`src/sv/scb_pkg.sv`:
```
package scb_pkg;

   localparam int MAX_CELLS_DEF      = 4096;
   localparam int SLOTS_PER_CELL_DEF = 16;
   localparam int COORD_BITS_DEF     = 32;

   localparam int REQ_TDATA_W = 112;
   localparam int RSP_TDATA_W = 120;
   localparam int CSR_IDX_W   = 3;
   localparam int CSR_DATA_W  = 32;

   // configuration register indexes
   localparam logic [CSR_IDX_W-1:0] CSR_ORIGIN_X    = 3'd0;
   localparam logic [CSR_IDX_W-1:0] CSR_ORIGIN_Y    = 3'd1;
   localparam logic [CSR_IDX_W-1:0] CSR_ORIGIN_Z    = 3'd2;
   localparam logic [CSR_IDX_W-1:0] CSR_INV_WIDTH_X = 3'd3;
   localparam logic [CSR_IDX_W-1:0] CSR_INV_WIDTH_Y = 3'd4;
   localparam logic [CSR_IDX_W-1:0] CSR_INV_WIDTH_Z = 3'd5;
   localparam logic [CSR_IDX_W-1:0] CSR_GRID_DIMS   = 3'd6;
   localparam logic [CSR_IDX_W-1:0] CSR_CELLS_USED  = 3'd7;

   // response status codes
   localparam logic [1:0] STATUS_OK      = 2'd0;
   localparam logic [1:0] STATUS_OUTSIDE = 2'd1;
   localparam logic [1:0] STATUS_FULL    = 2'd2;
   localparam logic [1:0] STATUS_EMPTY   = 2'd3;

   typedef struct packed {
      logic       outside;
      logic [7:0] coord;
   } axis_res_type;

endpackage

```
`src/sv/scb_axis.sv`:
```
// One axis of the binning transform: d = pos - origin, then the integer
// part of d * inv_width (unsigned Q16.16 times Q16.16). Two register stages.
module scb_axis #(
   parameter int COORD_BITS = scb_pkg::COORD_BITS_DEF
) (
   input  logic                 clock,
   input  logic [31:0]          pos,
   input  logic [31:0]          origin,
   input  logic [31:0]          inv_width,
   input  logic [7:0]           count,
   output scb_pkg::axis_res_type res
);
   import scb_pkg::*;

   logic signed [32:0] pos_ext;
   logic signed [32:0] org_ext;
   logic signed [32:0] diff_in;
   logic signed [32:0] diff_ff;
   logic               neg_ff;
   logic [63:0]        prod_in;
   logic [63:0]        prod_ff;

   assign pos_ext = 33'(signed'(pos[COORD_BITS-1:0]));
   assign org_ext = 33'(signed'(origin));
   assign diff_in = pos_ext - org_ext;
   // a non-negative difference fits in 32 unsigned bits
   assign prod_in = diff_ff[31:0] * inv_width;

   always_ff @(posedge clock) begin
      diff_ff <= diff_in;
      neg_ff  <= diff_ff[32];
      prod_ff <= prod_in;
   end

   assign res.outside = neg_ff || (prod_ff[63:32] >= {24'b0, count});
   assign res.coord   = prod_ff[39:32];

endmodule

```
`config.mk`:
```
export PLATFORM = sky130hd
export DESIGN_NAME = scb_axis
export DESIGN_NICKNAME = d
export VERILOG_FILES = /design/src/sv/scb_pkg.sv /design/src/sv/scb_axis.sv
export SDC_FILE = /design/constraint.sdc
export NUM_CORES = 2
export LEC_CHECK = 0
export ABC_AREA = 1
export BUFFER_PORTS_ARGS = -buffer_cell sky130_fd_sc_hd__buf_2
export CORE_MARGIN = 8
export CORE_UTILIZATION = 50
export CTS_BUF_LIST = sky130_fd_sc_hd__clkbuf_16
export CTS_CLUSTER_DIAMETER = 40
export CTS_CLUSTER_SIZE = 16
export DETAILED_ROUTE_END_ITERATION = 10
export GPL_TIMING_DRIVEN = 0
export HOLD_SLACK_MARGIN = 0.12
export PLACE_DENSITY = 0.66
export SLEW_MARGIN = 25
export SYNTH_ARGS = -nofsm -noshare
export SYNTH_HDL_FRONTEND = slang
export SYNTH_SLANG_ARGS = --single-unit
```
`constraint.sdc`:
```
create_clock -name clock -period 14.54 [get_ports clock]
set_input_delay 2.181 -clock clock [delete_from_list [all_inputs] [get_ports clock]]
set_output_delay 2.181 -clock clock [all_outputs]
set_load 0.005 [all_outputs]
```
### Yosys cells after proc, flatten, opt, wreduce, memory -nomap -nowiden

Index checks and enable logic that the tools add are counted.

| word-level totals | value |
|---|---|
| word-level logic and storage cells | 7 |
| register bits after elaboration | 98 |

| operators by class | value |
|---|---|
| add/sub/neg operators | 1 |
| magnitude comparators | 1 |
| reductions and logical operators | 1 |
| multipliers | 1 |

Operators with widths:

| kind | number |
|---|---|
| 32-bit by 32-bit multiplier with 64-bit output | 1 |
| 32-bit by 32-bit subtractor with 33-bit output | 1 |
| 32-bit by 8-bit >= comparator with 1-bit output | 1 |
| 1-bit logical OR | 1 |

### Depth between registers and ports, before layout

| logic depth | value |
|---|---|
| depth after elaboration | 2 |
| gate-level depth with buffers | 32 |

### Least setup slack after synthesis

Ideal clock, no wire load.

| timing | value |
|---|---|
| path kind | input port to flip-flop |
| from | input port inv_width[9] |
| to | register prod_ff[63] |
| buffers on the path | 1 |
| arrival time | 7.875 ns |
| required time | 14.428 ns |
| slack | 6.552 ns |
| setup time | 0.112 ns |
| stages | 26 |
| cells stage by stage | clkbuf_1 > nand2_1 > inv_1 > fa_1 > fa_1 > inv_1 > fa_1 > fa_1 > inv_1 > fa_1 > fa_1 > fa_1 > inv_1 > fa_1 > inv_1 > ha_1 > a21oi_1 > o21ai_0 > nand2_1 > nand2_1 > a21oi_1 > nor2_1 > nor2_1 > nand2_1 > nand2_1 > nand2_1 |

| on the way | value |
|---|---|
| longest elaborated chain between the ends | 1 |

RTL lines:

| what | RTL line | source |
|---|---|---|
| from (decl) | scb_axis.sv:9 | `input logic [31:0] inv_width,` |
| 32-bit by 32-bit multiplier with 64-bit output | scb_axis.sv:27 | `assign prod_in = diff_ff[31:0] * inv_width;` |
| via prod_in[63] | scb_axis.sv:20 | `logic [63:0] prod_in;` |
| to (signal assigned) | scb_axis.sv:32 | `prod_ff <= prod_in;` |
| to (decl) | scb_axis.sv:21 | `logic [63:0] prod_ff;` |

The timed path passes the listed nets, and every way through them passes these cells.

### Worst setup path after layout

| timing | value |
|---|---|
| from | input port inv_width[13] |
| to | register prod_ff[62] |

The elaborated chain is that of the path after synthesis.

==> impl_results.md <==
* Via density at 5.23
* Worst rel slew slack at 18.8%
* Starting Density at 50.3%
* Layout Skew at 0.0135 ns
* Initial antenna violation count at 2
* CP Launch Type: primary input
* Hold Fails Final Rpt at 0
* Die H at 295 um
* DIE WIDTH at 295 um
* Worst Path Arrival at 9.57 ns
* HP Class: reg -> reg
* TritonCTS Sinks at 66
* Root Buffer: clkbuf_16
* Post-Route WL at 142000 um
* Post-DR wirelength/cell at 22.2 um
* Reg2reg path depth at 23
* PortBufs at 113
* Cells after Synth at 5236
* Clock Latency Late Sink at 0.38 ns
* Period utilization at 63.9%
* Share of layout cells above drive strength 1 at 3.43%
* Hold Buf Count CTS at 0
* Hold Path Origin: diff_ff[32]
* Syn_area_per_cell at 7.42 sq um
* Largest net degree at the start of global routing at 14
* H-Tree Depth at 3
* Gates resized, CTS repair at 0
* Syn nets at 6537
* Critical path required time at 14.82 ns
* Clock Path Buffers at 2
* Placement row count at 102
* First-pass GRT wire length at 213000 um
* Die ar. at 86900 sq um
* Post-route ant nets at 0
* I/O pin cnt at 114
* Fmax at 108 MHz
* Sequential share of the synthesized area at 3.40%
* DRC errors left at 0
* Max-Cap Viols at 0
* Dpl hpwl at 125000 um
* Status: completed
* GRT Overall Usage at 33.5%
* Final setup fails at 0
* Placed inst area at 40700 sq um
* Least-Margin Pin Slew at 1.22 ns
* Async SR Flop Fraction at 0%
* Core ar. at 77200 sq um
* Yosys Warn Count at 0
* Yosys reg bits at 66
* FF-to-FF Start: diff_ff[5]
* Synthesis-to-layout area growth at 5.65%
* Ys flop type: dfxtp_1
* CP Class: in -> reg
* Iter 0 DRT Violations at 3360
* CTS Buf Count at 9
* Drt first pass iters at 8
* Final instance area at 41100 sq um
* Reg2Reg Setup Slack at 6.59 ns
* Cell count of the worst hold path at 0
* GP Congestion at 1.05
* Final net count at 6662
* TritonCTS clock tree: built
* RSZ-0062 raised after global routing: false
* Via count at 33.5k
* Number of global-route vias before repair at 33.9k
* Cell area after synthesis at 38900 sq um
* Setup Fix Bufs, Post-CTS at 0
* Number of flops mapped to enable cells by yosys at 0
* Fin crit period at 9.29 ns
* Hold Crit Endpoint: neg_ff
* Reg-to-Reg End: prod_ff[62]
* Max Slew Vio Count at 0
* GR Overflow Total at 0
* Post-synth cell types at 37
* Clock transition at path regs at 0.07 ns
* CP max FO at 10
* Setup TNS at 0 ns
* CP Capture Type: flip-flop
[layer usage]
layer / part of all wire, % / GRT usage [%] / routed length (um) / vias to the layer above
li1: - / - / - / 14800
met1: 39 / 43.7 / 54900 / 16500
met2: 43 / 50.4 / 61000 / 1863
met3: 13 / 11.2 / 18700 / 384
met4: 5.5 / 14.8 / 7810 / 2
met5: 0.018 / 0.227 / 25 / -
[area by class of cell]
type	instances	area (sq um)
inverter	1741	6540
clock inverter	7	76.3
fill	7633	36200
tap	1040	1300
clock buffer	9	225
multi-input combinational	3229	30200
buffer	200	791
timing repair buffer	114	577
sequential	66	1320
antenna	2	5.00
[Yosys cell counts, drive strengths merged, types with 8 or more instances]
cell type	number	area [sq um]
inv	1741	6540
nand2	1440	5410
fa	896	17900
ha	300	3750
clkbuf	192	721
nor2	180	708
a21oi	137	693
o21ai	76	407
nand3	70	350
dfxtp	66	1320
nor3	25	145
xor2	18	158
nand4	17	106
o21bai	13	97.6
xnor2	13	114
a21o	12	90.1
nor4	9	68.8
buf	8	60.1
[worst max-delay path, cell delays in order]
cell      delay [ns]
buf_2           0.26
clkbuf_1        0.87
nand2_1         0.13
inv_1           0.10
fa_1            0.40
inv_1           0.08
fa_1            0.47
fa_1            0.53
fa_1            0.51
inv_1           0.05
fa_1            0.57
fa_1            0.44
fa_1            0.73
fa_1            0.49
ha_1            0.32
nand2_1         0.13
nor2_1          0.25
inv_1           0.09
nor2_1          0.23
inv_1           0.14
nor2_1          0.10
nand2_1         0.07
nand2_1         0.15
nand2_1         0.11
nand3_1         0.09
nand2_1         0.05
[cells in the final DEF, fill, tap and decap left out, types with 2 or more instances in the layout]
master / instances
a31oi_1: 2
clkbuf_1: 184
nand2_1: 1437
clkbuf_2: 8
a21oi_2: 2
nor3_2: 4
buf_4: 8
o21ai_0: 65
nor4_2: 2
o21bai_1: 13
a21boi_0: 4
xnor2_1: 13
diode_2: 2
nor2_1: 171
o21ai_2: 7
inv_1: 1732
o21ai_1: 4
xor2_1: 18
nand2_2: 3
clkbuf_16: 9
nand3_1: 70
inv_6: 2
a21o_1: 12
fa_1: 896
nor3_1: 21
buf_2: 113
nor2_2: 7
a21boi_2: 2
dfxtp_1: 66
o211ai_1: 4
a21oi_1: 135
clkinvlp_4: 2
o21a_1: 6
inv_2: 9
nor4_1: 7
ha_1: 300
nand4_1: 17
nor2_4: 2
[cells by family (layout without fill, tap and decap cells)]
| family | count (synthesis) | count (layout) | share of synthesized area, % |
|---|---|---|---|
| compound gates | 258 | 258 | 3.72 |
| xor+xnor | 31 | 31 | 0.699 |
| fa+ha+maj | 1196 | 1196 | 55.8 |
| buf+inv | 1941 | 2071 | 18.8 |
| flops | 66 | 66 | 3.40 |
| other cells | 0 | 2 | 0 |
| simple gates | 1744 | 1744 | 17.5 |
[state kept, by name (all words and copies together) (netlist names)]
name and count:
diff_ff 33, neg_ff 1, prod_ff 32
[through the flow]
step,worst slack (ns),hold slack (ns),util (%),std cells
finish,5.25,0.329,53.2,6408
global route,5.06,0.346,53.2,6406
CTS,5.39,0.333,53.1,6405
detailed placement,5.00,0.316,52.8,6389
global placement,5.06,0.320,52.7,6389
floorplan,6.55,0.310,-,5236
[worst max-delay path by stage]
stage                        startpoint           to  slack (ns)  cells after the start
after floorplan            inv_width[9]  prod_ff[63]        6.55                     26
after global placement    inv_width[13]  prod_ff[63]        5.06                     27
after detailed placement   inv_width[9]  prod_ff[62]        5.00                     26
after CTS                  inv_width[9]  prod_ff[62]        5.39                     26
after global routing      inv_width[13]  prod_ff[62]        5.06                     27
final                     inv_width[13]  prod_ff[62]        5.25                     26
Power is not shown: default switching activity piles up to over one toggle a cycle in this logic, so the estimate is an artifact.
